`config.mk`:
```
export PLATFORM = sky130hd
export DESIGN_NAME = extended_hamming_block_encoder_top
export DESIGN_NICKNAME = d
export VERILOG_FILES = /design/src/sv/ehbe_pkg.sv /design/src/sv/ehbe_collect.sv /design/src/sv/ehbe_encode.sv /design/src/sv/extended_hamming_block_encoder_top.sv
export SDC_FILE = /design/constraint.sdc
export NUM_CORES = 1
export LEC_CHECK = 0
export CELL_PAD_IN_SITES_DETAIL_PLACEMENT = 1
export CELL_PAD_IN_SITES_GLOBAL_PLACEMENT = 2
export CORE_UTILIZATION = 44
export DETAILED_ROUTE_END_ITERATION = 12
export DONT_BUFFER_PORTS = 1
export GPL_TIMING_DRIVEN = 0
export PLACE_DENSITY = 0.88
export SLEW_MARGIN = 20
export SYNTH_ARGS = -nofsm -noshare
export SYNTH_HDL_FRONTEND = slang
export SYNTH_HIERARCHICAL = 1
export SYNTH_SLANG_ARGS = --single-unit
```
`constraint.sdc`:
```
create_clock -name aclk -period 15 [get_ports aclk]
set_clock_uncertainty 0.1 [all_clocks]
set_input_delay 2.25 -clock aclk [delete_from_list [all_inputs] [get_ports aclk]]
set_output_delay 2.25 -clock aclk [all_outputs]
set_load 0.05 [all_outputs]
```
`src/sv/ehbe_pkg.sv`:
```
// Shared constants, types and parity masks for the extended Hamming block encoder.
package ehbe_pkg;

    localparam int CODEWORD_W            = 64;
    localparam int CW_IDX_W              = $clog2(CODEWORD_W);
    localparam int MAX_CODEWORD_BITS_DEF = 64;
    localparam int PB_W                  = 3;
    localparam int POS_W                 = 7;
    localparam int NUM_PAR               = 6;
    localparam int PAR_IDX_W             = $clog2(NUM_PAR);
    localparam int S_TDATA_W             = 8;

    localparam logic [PB_W-1:0]  RESET_PARITY_BITS = 3'd6;
    localparam logic [PB_W-1:0]  MIN_PARITY_BITS   = 3'd3;
    localparam logic [PB_W-1:0]  MAX_PARITY_BITS   = 3'd6;
    localparam logic [POS_W-1:0] FIRST_DATA_POS    = 7'd3;

    // Input kinds carried on s_tuser.
    localparam logic ACT_DATA  = 1'b0;
    localparam logic ACT_FLUSH = 1'b1;

    // A closed block on its way from the collector to the encoder.
    typedef struct packed {
        logic [CODEWORD_W-1:0] data;
        logic [POS_W-1:0]      len;
        logic                  padded;
    } blk_t;

    // Data positions (three and up, not a power of two) whose index has bit k set.
    function automatic logic [CODEWORD_W-1:0] parity_mask(input int k);
        logic [CODEWORD_W-1:0] m;
        m = '0;
        for (int i = 3; i < CODEWORD_W; i++) begin
            if (((i & (i - 1)) != 0) && (((i >> k) & 1) != 0)) begin
                m[CW_IDX_W'(i)] = 1'b1;
            end
        end
        return m;
    endfunction

    // Syndrome of a codeword: all zero for a correctly encoded block.
    function automatic logic [NUM_PAR-1:0] hamming_syndrome(input logic [CODEWORD_W-1:0] w);
        logic [NUM_PAR-1:0] s;
        s = '0;
        for (int k = 0; k < NUM_PAR; k++) begin
            for (int i = 1; i < CODEWORD_W; i++) begin
                if (((i >> k) & 1) != 0) begin
                    s[PAR_IDX_W'(k)] = s[PAR_IDX_W'(k)] ^ w[CW_IDX_W'(i)];
                end
            end
        end
        return s;
    endfunction

endpackage

```
`src/sv/ehbe_collect.sv`:
```
// Bit collector: places data bits into the block buffer and hands closed blocks on.
module ehbe_collect #(
    parameter int MAX_CODEWORD_BITS = ehbe_pkg::MAX_CODEWORD_BITS_DEF
) (
    input  logic                      aclk,
    input  logic                      aresetn,
    input  logic                      cfg_we,
    input  logic [ehbe_pkg::PB_W-1:0] cfg_wdata,
    input  logic                      in_valid,
    output logic                      in_ready,
    input  logic                      in_action,
    input  logic                      in_bit,
    output logic                      blk_valid,
    input  logic                      blk_ready,
    output ehbe_pkg::blk_t            blk
);

    localparam int BUF_W = MAX_CODEWORD_BITS;
    localparam int IDX_W = $clog2(MAX_CODEWORD_BITS);
    localparam logic [ehbe_pkg::POS_W-1:0] MAX_LEN = ehbe_pkg::POS_W'(MAX_CODEWORD_BITS);

    logic [ehbe_pkg::PB_W-1:0]  pbits_reg;
    logic [BUF_W-1:0]           buf_reg,  buf_next;
    logic [ehbe_pkg::POS_W-1:0] pos_reg,  pos_next;
    logic                       blk_valid_reg, blk_valid_next;
    ehbe_pkg::blk_t             blk_reg, blk_next;

    logic [ehbe_pkg::PB_W-1:0]  p_eff;
    logic [ehbe_pkg::POS_W-1:0] len_full, len;
    logic [ehbe_pkg::POS_W-1:0] pos_cur, pos_inc, pos_adv;
    logic [BUF_W-1:0]           buf_cur, buf_set;
    logic                       fire, close, padded;
    logic [BUF_W-1:0]           close_data;

    assign in_ready  = !blk_valid_reg || blk_ready;
    assign fire      = in_valid && in_ready;
    assign blk_valid = blk_valid_reg;
    assign blk       = blk_reg;

    always_comb begin
        if (pbits_reg < ehbe_pkg::MIN_PARITY_BITS) begin
            p_eff = ehbe_pkg::MIN_PARITY_BITS;
        end else if (pbits_reg > ehbe_pkg::MAX_PARITY_BITS) begin
            p_eff = ehbe_pkg::MAX_PARITY_BITS;
        end else begin
            p_eff = pbits_reg;
        end
        len_full = ehbe_pkg::POS_W'(1) << p_eff;
        len      = (len_full > MAX_LEN) ? MAX_LEN : len_full;

        // A position outside the current block length starts a fresh block.
        if (pos_reg < ehbe_pkg::FIRST_DATA_POS || pos_reg >= len) begin
            pos_cur = ehbe_pkg::FIRST_DATA_POS;
            buf_cur = '0;
        end else begin
            pos_cur = pos_reg;
            buf_cur = buf_reg;
        end

        buf_set = buf_cur | (BUF_W'(in_bit) << pos_cur[IDX_W-1:0]);
        pos_inc = pos_cur + ehbe_pkg::POS_W'(1);
        if (((pos_inc & (pos_inc - ehbe_pkg::POS_W'(1))) == '0) && pos_inc < len) begin
            pos_adv = pos_inc + ehbe_pkg::POS_W'(1);
        end else begin
            pos_adv = pos_inc;
        end

        close      = 1'b0;
        padded     = 1'b0;
        close_data = buf_set;
        pos_next   = pos_reg;
        buf_next   = buf_reg;
        if (fire) begin
            if (in_action == ehbe_pkg::ACT_FLUSH) begin
                close      = (pos_cur != ehbe_pkg::FIRST_DATA_POS);
                padded     = 1'b1;
                close_data = buf_cur;
                pos_next   = ehbe_pkg::FIRST_DATA_POS;
                buf_next   = '0;
            end else if (pos_adv >= len) begin
                close    = 1'b1;
                pos_next = ehbe_pkg::FIRST_DATA_POS;
                buf_next = '0;
            end else begin
                pos_next = pos_adv;
                buf_next = buf_set;
            end
        end

        blk_valid_next = (blk_valid_reg && !blk_ready) || close;
        blk_next       = blk_reg;
        if (close) begin
            blk_next.data   = ehbe_pkg::CODEWORD_W'(close_data);
            blk_next.len    = len;
            blk_next.padded = padded;
        end
    end

    always_ff @(posedge aclk) begin
        if (!aresetn) begin
            pbits_reg     <= ehbe_pkg::RESET_PARITY_BITS;
            pos_reg       <= ehbe_pkg::FIRST_DATA_POS;
            buf_reg       <= '0;
            blk_valid_reg <= 1'b0;
        end else begin
            blk_valid_reg <= blk_valid_next;
            if (cfg_we) begin
                pbits_reg <= cfg_wdata;
                pos_reg   <= ehbe_pkg::FIRST_DATA_POS;
                buf_reg   <= '0;
            end else begin
                pos_reg <= pos_next;
                buf_reg <= buf_next;
            end
        end
        blk_reg <= blk_next;
    end

endmodule

```
`src/sv/ehbe_encode.sv`:
```
// Parity generator: computes the Hamming and overall parity and holds the output word.
module ehbe_encode (
    input  logic                            aclk,
    input  logic                            aresetn,
    input  logic                            blk_valid,
    output logic                            blk_ready,
    input  ehbe_pkg::blk_t                  blk,
    output logic                            out_valid,
    input  logic                            out_ready,
    output logic [ehbe_pkg::CODEWORD_W-1:0] out_word,
    output logic                            out_padded
);

    logic                            valid_reg, valid_next;
    logic [ehbe_pkg::CODEWORD_W-1:0] word_reg,  word_next;
    logic                            padded_reg, padded_next;
    logic [ehbe_pkg::CODEWORD_W-1:0] word;
    logic                            take;

    assign blk_ready  = !valid_reg || out_ready;
    assign take       = blk_valid && blk_ready;
    assign out_valid  = valid_reg;
    assign out_word   = word_reg;
    assign out_padded = padded_reg;

    always_comb begin
        word = blk.data;
        // Check bit k covers the data positions with index bit k set; only those
        // check positions that fall inside the block are used.
        for (int k = 0; k < ehbe_pkg::NUM_PAR; k++) begin
            if (blk.len > (ehbe_pkg::POS_W'(1) << k)) begin
                word[ehbe_pkg::CW_IDX_W'(1 << k)] = ^(blk.data & ehbe_pkg::parity_mask(k));
            end
        end
        word[0] = ^word[ehbe_pkg::CODEWORD_W-1:1];

        valid_next  = (valid_reg && !out_ready) || take;
        word_next   = take ? word : word_reg;
        padded_next = take ? blk.padded : padded_reg;
    end

    always_ff @(posedge aclk) begin
        if (!aresetn) begin
            valid_reg <= 1'b0;
        end else begin
            valid_reg <= valid_next;
        end
        word_reg   <= word_next;
        padded_reg <= padded_next;
    end

endmodule

```
`src/sv/extended_hamming_block_encoder_top.sv`:
```
// Top level of the extended Hamming (SECDED) block encoder.
//
//  Channel   Direction  Ports                     Contents
//  s_        in         s_tvalid/s_tready         s_tdata[0] data_bit, s_tuser[0] action
//  m_        out        m_tvalid/m_tready         m_tdata codeword, m_tuser[0] padded
//  cfg_      in         cfg_we/cfg_wdata          parity_bits (log2 of codeword length)
//
// One word is accepted every cycle while the result path flows. A data word that
// closes a block, or a flush of a partial block, puts the block into a holding
// register at that edge; the parity tree then sits between that register and the
// output register, which presents the codeword on m_.
// The holding register and the output register give two slots of buffering: the
// input keeps flowing while a codeword waits on m_tready, until another block closes.
// Reset is synchronous and active low; it sets the length to 64 bits and empties
// the block. A configuration write also empties the partial block.
module extended_hamming_block_encoder_top #(
    parameter int MAX_CODEWORD_BITS = ehbe_pkg::MAX_CODEWORD_BITS_DEF
) (
    input  logic                            aclk,
    input  logic                            aresetn,
    // Configuration register write.
    input  logic                            cfg_we,
    input  logic [ehbe_pkg::PB_W-1:0]       cfg_wdata,   // parity_bits
    // Input stream.
    input  logic                            s_tvalid,
    output logic                            s_tready,
    input  logic [ehbe_pkg::S_TDATA_W-1:0]  s_tdata,     // [0] data_bit, [7:1] zero
    input  logic                            s_tuser,     // [0] action
    // Output stream.
    output logic                            m_tvalid,
    input  logic                            m_tready,
    output logic [ehbe_pkg::CODEWORD_W-1:0] m_tdata,     // [63:0] codeword
    output logic                            m_tuser      // [0] padded
);

    logic           blk_valid;
    logic           blk_ready;
    ehbe_pkg::blk_t blk;

    // The collector tracks the fill position and closes blocks; it takes a new
    // word whenever its holding register is empty or is being drained.
    ehbe_collect #(
        .MAX_CODEWORD_BITS (MAX_CODEWORD_BITS)
    ) u_collect (
        .aclk      (aclk),
        .aresetn   (aresetn),
        .cfg_we    (cfg_we),
        .cfg_wdata (cfg_wdata),
        .in_valid  (s_tvalid),
        .in_ready  (s_tready),
        .in_action (s_tuser),
        .in_bit    (s_tdata[0]),
        .blk_valid (blk_valid),
        .blk_ready (blk_ready),
        .blk       (blk)
    );

    // The encoder fills in the check bits and the overall parity bit.
    ehbe_encode u_encode (
        .aclk       (aclk),
        .aresetn    (aresetn),
        .blk_valid  (blk_valid),
        .blk_ready  (blk_ready),
        .blk        (blk),
        .out_valid  (m_tvalid),
        .out_ready  (m_tready),
        .out_word   (m_tdata),
        .out_padded (m_tuser)
    );

`ifndef SYNTHESIS
    // Every emitted codeword has a zero syndrome.
    a_syndrome_zero: assert property (@(posedge aclk) disable iff (!aresetn)
        m_tvalid |-> (ehbe_pkg::hamming_syndrome(m_tdata) == '0))
        else $error("codeword with nonzero syndrome");

    // Every emitted codeword has even overall parity.
    a_overall_even: assert property (@(posedge aclk) disable iff (!aresetn)
        m_tvalid |-> (^m_tdata == 1'b0))
        else $error("codeword with odd overall parity");

    // The input only stalls when both buffer slots are full and the sink stalls.
    a_no_idle_stall: assert property (@(posedge aclk) disable iff (!aresetn)
        !s_tready |-> (blk_valid && m_tvalid && !m_tready))
        else $error("input stalled while the pipeline could move");

    // A block only waits in the holding register while the output is blocked.
    a_blk_moves: assert property (@(posedge aclk) disable iff (!aresetn)
        (blk_valid && !blk_ready) |-> (m_tvalid && !m_tready))
        else $error("closed block held without back pressure");

    // Reset empties the output.
    a_reset_empty: assert property (@(posedge aclk)
        !aresetn |=> !m_tvalid)
        else $error("output valid right after reset");
`endif

endmodule
```
==> Word-level counts from Yosys, hierarchy flattened <==
Cells that the tools add are included.
{ "totals": {"reg_bits": 213, "word_cells": 84} }
{ "classes": {"n_addsub": 3, "order_cmp": 12, "eq_ne": 1, "shift": 2, "n_mux": 26, "n_bitwise": 8, "n_reduce_logical": 22} }
{ "op_table": {"columns": ["cell", "count"], "rows": [
  ["$and 64x32->64", 5],
  ["$mux 64", 5],
  ["$reduce_xor 64->1", 5],
  ["$or 64x64->64", 1],
  ["$shl 1x6->64", 1],
  ["$reduce_xor 63->1", 1],
  ["$mux 7", 5],
  ["$add 7x1->7 const B", 2],
  ["$ge 7x7->1", 2],
  ["$mux 1", 14],
  ["$and 7x7->7", 1],
  ["$gt 7x1->1 const B", 1],
  ["$gt 7x2->1 const B", 1],
  ["$gt 7x3->1 const B", 1],
  ["$gt 7x4->1 const B", 1],
  ["$gt 7x5->1 const B", 1],
  ["$gt 7x7->1 const B", 1],
  ["$logic_not 7->1", 1],
  ["$lt 7x2->1 const B", 1],
  ["$lt 7x7->1", 1],
  ["$ne 7x2->1 const B", 1],
  ["$shl 1x3->7 const A", 1],
  ["$sub 7x1->7 const B", 1],
  ["$mux 3", 2],
  ["7 further kinds", 18]
]} }

==> Longest topological paths before layout <==
Gate-level depths: netlist of run 1.
{ "logic_depth": {"word_depth": 20, "ltp_mapped": 32, "depth_no_buf": 29} }

==> Hierarchy <==
The synthesis of run 1 kept the hierarchy.
{ "modules_own_cells": {"columns": ["mod", "n_inst", "cells_per_inst", "area_per_inst_um2", "seq_area_each_um2"], "rows": [
  ["ehbe_collect", 1, 622, 6578.8, 3663.5],
  ["ehbe_encode", 1, 164, 3099.2, 1971.9]
]} }

==> Worst setup path before layout of run 1 <==
Ideal clock, no wire load.
{ "synth_path": {"path_type": "register -> register", "from": "register u_collect/pbits_reg[2] in the netlist's numbering", "to": "register u_collect.blk_reg (netlist bit u_collect/blk[0]), enable pin", "setup_ns": 0.635, "t_arrival_ns": 10.697, "required_time_ns": 14.265, "path_slack_ns": 3.568, "path_stages_with_launch": 27, "n_path_buf": 2, "period_less_slack_ns": 11.432, "cell_sequence": "dfxtp_1 -> inv_1 -> or3_1 -> ha_1 -> nand2_1 -> nor3_1 -> a21oi_1 -> o21ai_1 -> buf_4 -> nor2_1 -> inv_1 -> ha_1 -> nand3_1 -> nor2_1 -> xnor2_1 -> nor2_1 -> ha_1 -> a2111oi_0 -> o211a_1 -> nand2_2 -> mux2_4 -> ha_1 -> a21o_1 -> a21oi_1 -> o211a_1 -> clkbuf_1 -> a311oi_1"} }
{ "synth_via": {"elab_chain_cells": 19} }
{ "synth_lines": {"columns": ["element", "line", "source"], "rows": [
  ["start: declaration", "ehbe_collect.sv:22", "logic [ehbe_pkg::PB_W-1:0] pbits_reg;"],
  ["start signal: assignment", "ehbe_collect.sv:101", "pbits_reg <= ehbe_pkg::RESET_PARITY_BITS;"],
  ["start signal: assignment", "ehbe_collect.sv:108", "pbits_reg <= cfg_wdata;"],
  ["$gt 3x3->1", "ehbe_collect.sv:43", "end else if (pbits_reg > ehbe_pkg::MAX_PARITY_BITS) begin"],
  ["$mux 3", "ehbe_collect.sv:43", null],
  ["$mux 3 *", "ehbe_collect.sv:41", "if (pbits_reg < ehbe_pkg::MIN_PARITY_BITS) begin"],
  ["$shl 1x3->7 *", "ehbe_collect.sv:48", "len_full = ehbe_pkg::POS_W'(1) << p_eff;"],
  ["$gt 7x7->1", "ehbe_collect.sv:49", "len = (len_full > MAX_LEN) ? MAX_LEN : len_full;"],
  ["$mux 7 *", "ehbe_collect.sv:49", null],
  ["net u_collect.len (one bit)", "ehbe_collect.sv:29", "logic [ehbe_pkg::POS_W-1:0] len_full, len;"],
  ["$ge 7x7->1", "ehbe_collect.sv:52", "if (pos_reg < ehbe_pkg::FIRST_DATA_POS || pos_reg >= len) begin"],
  ["[5 not listed]", null, null],
  ["$logic_not 7->1", "ehbe_collect.sv:62", "if (((pos_inc & (pos_inc - ehbe_pkg::POS_W'(1))) == '0) && pos_inc < len) begin"],
  ["$logic_and 1x1->1", "ehbe_collect.sv:62", null],
  ["$mux 7", "ehbe_collect.sv:62", null],
  ["$ge 7x7->1", "ehbe_collect.sv:80", "end else if (pos_adv >= len) begin"],
  ["$mux 1", "ehbe_collect.sv:80", null],
  ["$mux 1 *", "ehbe_collect.sv:74", "if (in_action == ehbe_pkg::ACT_FLUSH) begin"],
  ["$mux 1 *", "ehbe_collect.sv:73", "if (fire) begin"],
  ["net u_collect.close", "ehbe_collect.sv:32", "logic fire, close, padded;"],
  ["end signal: assignment", "ehbe_collect.sv:116", "blk_reg <= blk_next;"],
  ["end: declaration", "ehbe_collect.sv:26", "ehbe_pkg::blk_t blk_reg, blk_next;"]
]} }
Mark *: on every way through the listed nets, which the timed path passes. The rest lies on a longest branch.
A chain may end at the register's enable or synchronous reset.

==> Worst setup path in the final report of run 1 <==
{ "layout_path": {"from": "register u_collect/pbits_reg[2] in the netlist's numbering", "to": "register u_collect.blk_reg (netlist bit u_collect/blk[45]), enable pin"} }
Same word-level chain as after synthesis.

==> reports/results.tsv, run 1 <==
stage	metric	value	unit
outcome	status	finished clean	
finish	most frequent cells in the layout	edfxtp_1, nor2_1, dfxtp_1	
critical_path	Reg2Reg Depth	29	
finish	fraction of layout cells with a size suffix above 1	11.11	%
clock_network	postcts setup bufs	0	
clock_network	CTS Buf Count	23	
clock_network	Post-CTS Hold Buffers	0	
critical_path	flop-to-flop setup slack	6840	ps
drt	drt via density	5.812	
grt	first-pass GRT wire length	40500	um
power	Leak	3.810	nW
sta	RSZ-0062 raised after global routing	no	
drt	Routed WL	26430	um
clock_network	Root Driver	clkbuf_16	
critical_path	Data arrival, critical path	8260	ps
finish	n_diodes	0	
drt	DR vias	6463	
critical_path	Req. time, crit path	15100	ps
power	Max VDD drop	59.58	uV
sta	Slew Limit Headroom	20.61	%
critical_path	slowest stage cell, crit path	a311oi_4	
grt	largest net degree at the start of global routing	41	
flow_run	max_cap viols	0	
drt	Residual DRC	0	
critical_path	worst r2r dst	u_collect/blk[45]	
hold_path	Hold/Removal Path Class	reg2reg	
finish	layout overhead on the synthesized area	12.51	%
sta	Final Hold Fails	0	
sta	crit path time final	8159	ps
synth	synthesized area	0.009608	mm^2
critical_path	Crit path top cell by count	ha_1	
critical_path	Setup crit end kind	flip-flop	
die	IO Pins	84	
grt	total track usage	24.24	%
synth	synth warn	6	
grt	initial antenna violation count	0	
placement	placer congestion estimate	0.8916	
clock_network	CTS tree	yes	
die	Die H	149.8	um
critical_path	Worst setup endpoint	u_collect/blk[45]	
sta	setup TNS	0	ps
grt	vias in the first global route	6762	
clock_network	worst skew pair latency	510	ps
clock_network	Post-CTS Resized	0	
grt	met2 GRT Util	42.08	%
clock_network	CTS HTree Levels	1	
clock_network	CTS clk-pin slew, worst paths	60	ps
sta	f_max	122.6	MHz
critical_path	Crit path largest cell delay	670	ps
die	Chip Width	149.8	um
finish	max reg flops	71	
drt	mean routed wirelength per cell	23.76	um
die	Rows	53	
die	Starting Density	45.28	%
grt	met1 Usage GRT	31.08	%
critical_path	Critical Path Source Type	flip-flop	
die	core box area	0.02122	mm^2
synth	cells after synthesis	780	
grt	total congestion overflow	0	
sta	Slew Limit Fails	0	
critical_path	CP Launch Point	u_collect/pbits_reg[2]	
grt	GR Util met3	3.476	%
die	area of the die	0.02243	mm^2
sta	Final Cycle Share	54.40	%
sta	Fin Hold WS	331.8	ps
drt	DRT iter0 DRCs	467	
finish	most common cell after layout, fill and taps aside	edfxtp_1	
drt	DRT antenna net count	0	
critical_path	worst-path fanout max	16	
critical_path	R2R Path Start	u_collect/pbits_reg[2]	
placement	# port buffers	0	
power	pwr/cell area	129.1	mW/mm^2
grt	gr busiest metal	met2	
placement	DP HPWL	19510	um
clock_network	clock tree buffer depth	3	
finish	fin nets	860	
sta	final setup vio count	0	
clock_network	TritonCTS Sinks	211	
synth	syn avg cell area	12.32	um^2
sta	Slew @ Worst Pin	1182	ps
drt	TritonRoute pass-1 iters	5	
critical_path	critical setup path kind	reg2reg	
==> per-stage QoR <==
stage / util [%] / total power, mW / setup WS [ps] / std cells / instance area [um^2]
5_1_grt: 50.94 / 1.440 / 6374 / 1112 / 10810
3_3_place_gp: 47.04 / 0.8663 / 523.4 / 1063 / 9982
6_report: 50.94 / 1.395 / 6841 / 1112 / 10810
3_5_place_dp: 47.55 / 0.8706 / 6931 / 1070 / 10090
4_1_cts: 50.94 / 1.407 / 6879 / 1112 / 10810
2_1_floorplan: - / 0.8233 / 3646 / 788 / 9638
==> power breakdown <==
group	switching [mW]	internal (mW)
combinational	0.0939	0.0909
clock	0.233	0.303
sequential	0.0331	0.641
total	0.360	1.04
==> worst max-delay path, delay by kind of cell, from the launching register on <==
family,cells,cell delay [ps]
buffers and inverters,7,1410
AO/OA/AOI/OAI,8,2310
XOR/XNOR,1,190
adder cells (fa/ha/maj),4,1340
flip-flops,1,400
AND/OR/NAND/NOR,8,1760
multiplexers,1,330
==> area by class of cell <==
| type | count | area, um^2 |
|---|---|---|
| Fill cell | 2201 | 10410 |
| Sequential cell | 211 | 5585 |
| Multi-Input combinational cell | 519 | 3830 |
| Clock buffer | 32 | 639.4 |
| Tap cell | 275 | 344.1 |
| Buffer | 43 | 191.4 |
| Timing Repair Buffer | 7 | 83.83 |
| Clock inverter | 10 | 80.08 |
| Inverter | 15 | 56.30 |
==> per-layer routing <==
metal  vias to the layer above  part of all wire [%]  routed length, um
met5                         -                     0                  0
met4                         0                   2.8                733
li1                       2960                     -                  -
met1                      3228                    41              10930
met2                       224                    51              13350
met3                        51                   5.3               1411
==> worst min path at each step <==
stage / slack, ps / from / to / depth (start not counted)
final: 330 / u_collect/blk[0] / u_encode/out_padded / 0
after global routing: 340 / u_collect/blk[0] / u_encode/out_padded / 0
after CTS: 340 / u_collect/blk[0] / u_encode/out_padded / 0
after detailed placement: 320 / u_collect/blk[0] / u_encode/out_padded / 0
after global placement: 310 / u_collect/blk[0] / u_encode/out_padded / 0
after floorplan: 300 / u_collect/blk[0] / u_encode/out_padded / 0
Power figures use the tool's default switching activity.
==> run 2: changes to the inputs <==
==> constraint.sdc (replaced) <==
create_clock -name aclk -period 7.65 [get_ports aclk]
set_clock_uncertainty 0.1 [all_clocks]
set_input_delay 1.1475 -clock aclk [delete_from_list [all_inputs] [get_ports aclk]]
set_output_delay 1.1475 -clock aclk [all_outputs]
set_load 0.05 [all_outputs]
==> run 2 against run 1 <==
Compared with the run above:
- fmax rose by 14%
- hold slack got worse by 8.7 ps
- final cell count barely moved
- sequential power rose by 96%
- largest cell class unchanged
- routed wire length rose by 2.5%
- cell area rose by 0.75%
- register-to-register slack got worse by 6300 ps
- first-iteration DRC count rose by 50%
- die area did not move
- count of clock-buffer cells in the layout fell by 1
==> reports/results.tsv, run 2 (synthesis gave the netlist of run 1 again) <==
stage	metric	value	unit	change
outcome	status	finished clean		
drt	mean routed wirelength per cell	24.34	um	+2.4%
die	core box area	0.02122	mm^2	unchanged
finish	max reg flops	71		unchanged
drt	DRT iter0 DRCs	702		+50%
grt	first-pass GRT wire length	40890	um	+0.95%
clock_network	Post-CTS Hold Buffers	0		unchanged
clock_network	TritonCTS Sinks	211		unchanged
flow_run	max_cap viols	0		unchanged
grt	largest net degree at the start of global routing	41		unchanged
critical_path	Req. time, crit path	7760	ps	-7340 ps
hold_path	Hold Startpoint	u_collect/blk[0]		
finish	final design utilization	51.33	%	+0.38 points
clock_network	clock tree buffer depth	3		unchanged
critical_path	Crit path largest cell delay	430	ps	-240 ps
clock_network	Root Driver	clkbuf_16		
clock_network	CTS clk-pin slew, worst paths	60	ps	about the same
die	area of the die	0.02243	mm^2	unchanged
drt	DRT antenna net count	0		unchanged
critical_path	Data arrival, critical path	7270	ps	-990 ps
die	Chip Width	149.8	um	unchanged
critical_path	slowest stage cell, crit path	or3_1		
critical_path	family with the most delay on the worst path	compound AO/OA/AOI/OAI gates		
clock_network	worst skew pair latency	510	ps	about the same
placement	# port buffers	0		unchanged
sta	Slew Limit Headroom	32.50	%	+12 points
finish	most frequent cells in the layout	edfxtp_1, nor2_1, dfxtp_1		
clock_network	CTS HTree Levels	1		unchanged
drt	Residual DRC	0		unchanged
sta	Slew Limit Fails	0		unchanged
sta	final setup vio count	0		unchanged
finish	fin nets	862		+0.23%
power	Max VDD drop	151.2	uV	+150%
finish	layout overhead on the synthesized area	13.36	%	
finish	Layout fillers	2243		+1.9%
critical_path	Critical Path Source Type	flip-flop		
finish	register area	0.005585	mm^2	unchanged
drt	drt via density	5.892		+1.4%
sta	crit path time final	7156	ps	-1003 ps
power	Leak	3.842	nW	+0.84%
sta	Final Hold Fails	0		unchanged
critical_path	CP Launch Point	u_collect/pbits_reg[2]		
critical_path	critical setup path kind	reg2reg		
sta	Final Cycle Share	93.55	%	+39 points
critical_path	R2R Path Start	u_collect/pbits_reg[2]		
sta	final worst-path setup slack	493.7	ps	-6347 ps
finish	most common cell after layout, fill and taps aside	edfxtp_1		
grt	initial antenna violation count	0		unchanged
power	pwr/cell area	254.9	mW/mm^2	+98%
critical_path	worst-path fanout max	16		unchanged
die	Starting Density	45.28	%	unchanged
die	Die H	149.8	um	unchanged
finish	n_diodes	0		unchanged
finish	fraction of layout cells with a size suffix above 1	12.29	%	+1.2 points
critical_path	Critical path buffers and inverters	7		unchanged
placement	placer congestion estimate	0.8640		-3.1%
grt	total congestion overflow	0		unchanged
grt	total track usage	24.66	%	+0.42 points
clock_network	CTS tree	yes		
sta	Slew @ Worst Pin	1007	ps	-174.9 ps
die	IO Pins	84		unchanged
die	Rows	53		unchanged
drt	TritonRoute pass-1 iters	6		+1
sta	f_max	139.7	MHz	+14%
placement	DP HPWL	19890	um	+2.0%
hold_path	Hold/Removal Path Class	reg2reg		
grt	vias in the first global route	6911		+2.2%
drt	DR vias	6558		+1.5%
clock_network	CTS Buf Count	22		-4.3%
placement	dpl ws	-375.7	ps	-7307 ps
drt	Routed WL	27090	um	+2.5%
critical_path	Setup crit end kind	flip-flop		
finish	Multi-input gate area	0.003866	mm^2	+0.95%
==> run 2: changes by cell type in the layout (fill, tap and decap cells not counted), sizes merged <==
cell,delta
clkbuf,-1
bufinv,+2
clkinvlp,-1
inv,-4
buf,+3
clkinv,+2
==> run 2: final cells by class <==
| cell class | count | area share (%) |
|---|---|---|
| sequential | 211 | 51.28 |
| multi-input combinational | 519 | 35.50 |
| clock buffer | 31 | 5.744 |
| tap | 275 | 3.159 |
| buffer | 43 | 1.769 |
| clock inverter | 9 | 1.022 |
| timing repair buffer | 10 | 1.011 |
| inverter | 15 | 0.5169 |
==> run 2: final timing paths <==
| path | end | slack, ps | cells past startpoint |
|---|---|---|---|
| setup / recovery | u_collect/blk[37] | 490 | 29 |
| hold / removal | u_encode/out_padded | 320 | 0 |
| setup reg to reg | u_collect/blk[37] | 490 | 29 |
| hold reg to reg | u_encode/out_padded | 320 | 0 |
==> run 2: repair_timing <==
action,4_1_cts,5_1_grt
gates resized for setup,2,7
setup endpoints to repair,112,123
gates cloned,0,0
pin swaps,1,0
setup buffers,2,1
==> run 2: per-stage QoR <==
step	cells	setup TNS (ps)	area (um^2)	hold WS [ps]	power, mW
2_1_floorplan	788	0	9661	300.3	1.613
3_3_place_gp	1063	-121530	10000	305.4	1.695
3_5_place_dp	1070	-12330	10100	310.7	1.713
4_1_cts	1112	0	10860	325.9	2.796
5_1_grt	1113	-219.2	10890	326.3	2.863
6_report	1113	0	10890	323.2	2.777
==> run 2: per-layer routing <==
metal | global-route usage [%] | vias to the layer above | part of all wire (%)
met5 | 0 | - | 0
met2 | 42.92 | 236 | 50
met4 | 8.586 | 0 | 3.2
met3 | 4.360 | 58 | 5.4
met1 | 30.66 | 3313 | 41
li1 | - | 2951 | -
==> run 2: worst register-to-register path: cells and delay by family (launching register included) <==
kind / cells / cell delay, ps
adders and majority gates: 4 / 1240
muxes: 1 / 330
buffers and inverters: 7 / 1330
xor gates and xnor gates: 1 / 160
and+or+nand+nor: 6 / 1220
AOI/OAI and AO/OA: 10 / 2080
DFF: 1 / 400
==> run 2: where the power goes <==
part | switching (mW) | total [mW] | internal (mW)
Clock | 0.445 | 1.09 | 0.642
Combinational | 0.186 | 0.367 | 0.181
Sequential | 0.0651 | 1.32 | 1.26
Total | 0.696 | 2.78 | 2.08
==> run 3: changes to the inputs <==
--- a/config.mk
+++ b/config.mk
@@ -7,11 +7,11 @@
 export LEC_CHECK = 0
 export CELL_PAD_IN_SITES_DETAIL_PLACEMENT = 1
 export CELL_PAD_IN_SITES_GLOBAL_PLACEMENT = 2
-export CORE_UTILIZATION = 44
+export CORE_UTILIZATION = 39
 export DETAILED_ROUTE_END_ITERATION = 12
 export DONT_BUFFER_PORTS = 1
 export GPL_TIMING_DRIVEN = 0
-export PLACE_DENSITY = 0.88
+export PLACE_DENSITY = 0.83
 export SLEW_MARGIN = 20
 export SYNTH_ARGS = -nofsm -noshare
 export SYNTH_HDL_FRONTEND = slang
==> constraint.sdc (replaced) <==
create_clock -name aclk -period 5.95 [get_ports aclk]
set_clock_uncertainty 0.1 [all_clocks]
set_input_delay 0.8925 -clock aclk [delete_from_list [all_inputs] [get_ports aclk]]
set_output_delay 0.8925 -clock aclk [all_outputs]
set_load 0.05 [all_outputs]
==> run 3 against run 2 <==
Compared with the run above:
- routed wire length fell by 0.83%
- critical endpoint unchanged
- count of clock-buffer cells in the layout fell by 1
- largest cell class unchanged
- final cell count increased by 8.7%
- via count grew 1.5%
==> reports/results.tsv, run 3 (synthesis gave the netlist of run 1 again) <==
stage	metric	value	unit	change
drt	Residual DRC	0		unchanged
grt	total congestion overflow	0		unchanged
clock_network	clock tree buffer depth	3		unchanged
finish	most frequent cells in the layout	edfxtp_1, nor2_1, dfxtp_1		
sta	Final Cycle Share	97.45	%	+3.9 points
flow_run	max_cap viols	0		unchanged
drt	TritonRoute pass-1 iters	6		unchanged
clock_network	CTS clk-pin slew, worst paths	60	ps	about the same
die	IO Pins	84		unchanged
grt	largest net degree at the start of global routing	62		+51%
power	sequential power share	48.4	%	+0.8 points
critical_path	Crit path largest cell delay	420	ps	about the same
placement	# port buffers	0		unchanged
critical_path	flop-to-flop setup slack	150	ps	-340 ps
clock_network	CTS HTree Levels	1		unchanged
clock_network	worst skew pair latency	510	ps	about the same
critical_path	Critical Path Source Type	flip-flop		
critical_path	slowest stage cell, crit path	a221o_1		
power	Max VDD drop	184.8	uV	+22%
finish	fraction of layout cells with a size suffix above 1	25.85	%	+14 points
power	P_sw	0.9049	mW	+30%
critical_path	Worst setup endpoint	u_collect/blk[37]		
sta	Slew @ Worst Pin	1224	ps	+217.5 ps
drt	DRT antenna net count	0		unchanged
clock_network	Post-CTS Hold Buffers	0		unchanged
grt	initial antenna violation count	0		unchanged
finish	most common cell after layout, fill and taps aside	edfxtp_1		
power	clock power share	35.8	%	-3.4 points
critical_path	CP Launch Point	u_collect/pbits_reg[2]		
sta	Slew Limit Fails	0		unchanged
clock_network	Root Driver	clkbuf_16		
drt	drt via density	5.499		-6.7%
die	Chip Width	159.0	um	+6.1%
die	Rows	57		+7.5%
critical_path	Data arrival, critical path	5910	ps	-1360 ps
finish	layout overhead on the synthesized area	24.22	%	
die	Die H	159.0	um	+6.1%
power	Leak	4.180	nW	+8.8%
die	core box area	0.02425	mm^2	+14%
power	Internal Power	2.602	mW	+25%
drt	mean routed wirelength per cell	22.20	um	-8.8%
sta	RSZ-0062 raised after global routing	yes		
drt	DRT iter0 DRCs	450		-36%
power	Comb power frac	15.8	%	+2.6 points
finish	max reg flops	71		unchanged
sta	Fin Hold WS	333.3	ps	+10.12 ps
critical_path	worst r2r dst	u_collect/blk[37]		
sta	f_max	172.5	MHz	+23%
sta	final setup vio count	0		unchanged
clock_network	TritonCTS Sinks	211		unchanged
sta	Slew Limit Headroom	17.74	%	-15 points
placement	DP HPWL	18700	um	-6.0%
grt	vias in the first global route	6888		-0.33%
clock_network	CTS tree	yes		
finish	fin nets	910		+5.6%
critical_path	Reg2Reg Depth	30		+3.4%
critical_path	R2R Path Start	u_collect/pbits_reg[2]		
power	pwr/cell area	293.8	mW/mm^2	+15%
die	area of the die	0.02527	mm^2	+13%
outcome	status	finished clean		
critical_path	worst-path fanout max	8		-8
power	total power	3.507	mW	+26%
hold_path	Hold/Removal Path Class	reg2reg		
drt	Routed WL	26860	um	-0.83%
sta	crit path time final	5798	ps	-1358 ps
clock_network	CTS Buf Count	22		unchanged
finish	n_diodes	0		unchanged
power	Switching Share	25.80	%	+0.73 points
placement	placer congestion estimate	0.8129		-5.9%
critical_path	Setup crit end kind	flip-flop		
sta	Final Hold Fails	0		unchanged
grt	first-pass GRT wire length	40720	um	-0.41%
critical_path	Req. time, crit path	6060	ps	-1700 ps
die	Starting Density	39.62	%	-5.7 points
grt	total track usage	20.86	%	-3.8 points
drt	DR vias	6654		+1.5%
critical_path	critical setup path kind	reg2reg		
run 3: changes by cell type in the layout (fill, tap and decap cells not counted), moves of 4 or more:
cell     change
buf_4       +38
nor2_4       +5
a22oi_1     -56
nand2_1      -5
a22oi_2     +56
inv_1        -4
buf_12       +9
buf_2        -6
run 3: how the worst min path moves through the flow:
stage                           startpoint                     end  slack [ps]  cells past startpoint
after global routing               aresetn  u_collect/pbits_reg[1]         340                      1
after floorplan           u_collect/blk[0]     u_encode/out_padded         300                      0
final                     u_collect/blk[0]     u_encode/out_padded         330                      0
after global placement    u_collect/blk[0]     u_encode/out_padded         310                      0
after detailed placement  u_collect/blk[0]     u_encode/out_padded         320                      0
after CTS                 u_collect/blk[0]     u_encode/out_padded         330                      0
run 3: worst max-delay path, delay by kind of cell, from the launching register on:
kind,cells,cell delay (ps)
adder cells (fa/ha/maj),3,670
multiplexers,1,330
AND/OR/NAND/NOR,4,880
buffers and inverters,10,1130
flip-flops,1,360
AO/OA/AOI/OAI,12,2010
run 3: metrics by stage:
step           cell area (um^2)  instances  util [%]  TNS, ps  worst slack (ps)
2_1_floorplan              9776        788         -   -66100            -919.5
3_3_place_gp              10180       1112     41.99  -219350             -2540
3_5_place_dp              10270       1118     42.36   -83470            -910.8
4_1_cts                   11310       1188     46.64        0             26.90
5_1_grt                   11940       1210     49.22    -3987            -84.89
6_report                  11940       1210     49.22        0             151.5
run 3: timing repair:
| item | in CTS | in global routing |
|---|---|---|
| gates resized for setup | 24 | 109 |
| setup buffers | 28 | 25 |
| pin swaps | 10 | 29 |
| cloned | 2 | 1 |
| endpoints found under the setup margin | 137 | 135 |
run 3: cell type report:
cell class / instances / area, um^2
clock buffer: 30 / 590.6
tap: 324 / 405.4
sequential: 211 / 5590
multi-input combinational: 519 / 4317
clock inverter: 10 / 66.31
fill: 2478 / 12310
timing repair buffer: 59 / 621.8
buffer: 42 / 282.8
inverter: 15 / 61.31
run 3: power by group through the flow:
stage	logic [mW]	registers [mW]	clock network, mW
after floorplan	0.351	1.72	0
after global placement	0.450	1.73	0
after detailed placement	0.471	1.73	0
after CTS	0.507	1.70	1.28
after global routing	0.586	1.70	1.34
final	0.553	1.70	1.26
run 3: metal layers:
layer / vias up / part of all wire [%] / GRT usage (%) / routed length [um]
met5: - / 0 / 0 / 0
met4: 0 / 3.0 / 5.463 / 802
met3: 52 / 3.9 / 2.423 / 1040
met2: 193 / 50 / 36.80 / 13550
met1: 3354 / 43 / 27.18 / 11470
li1: 3055 / - / - / -
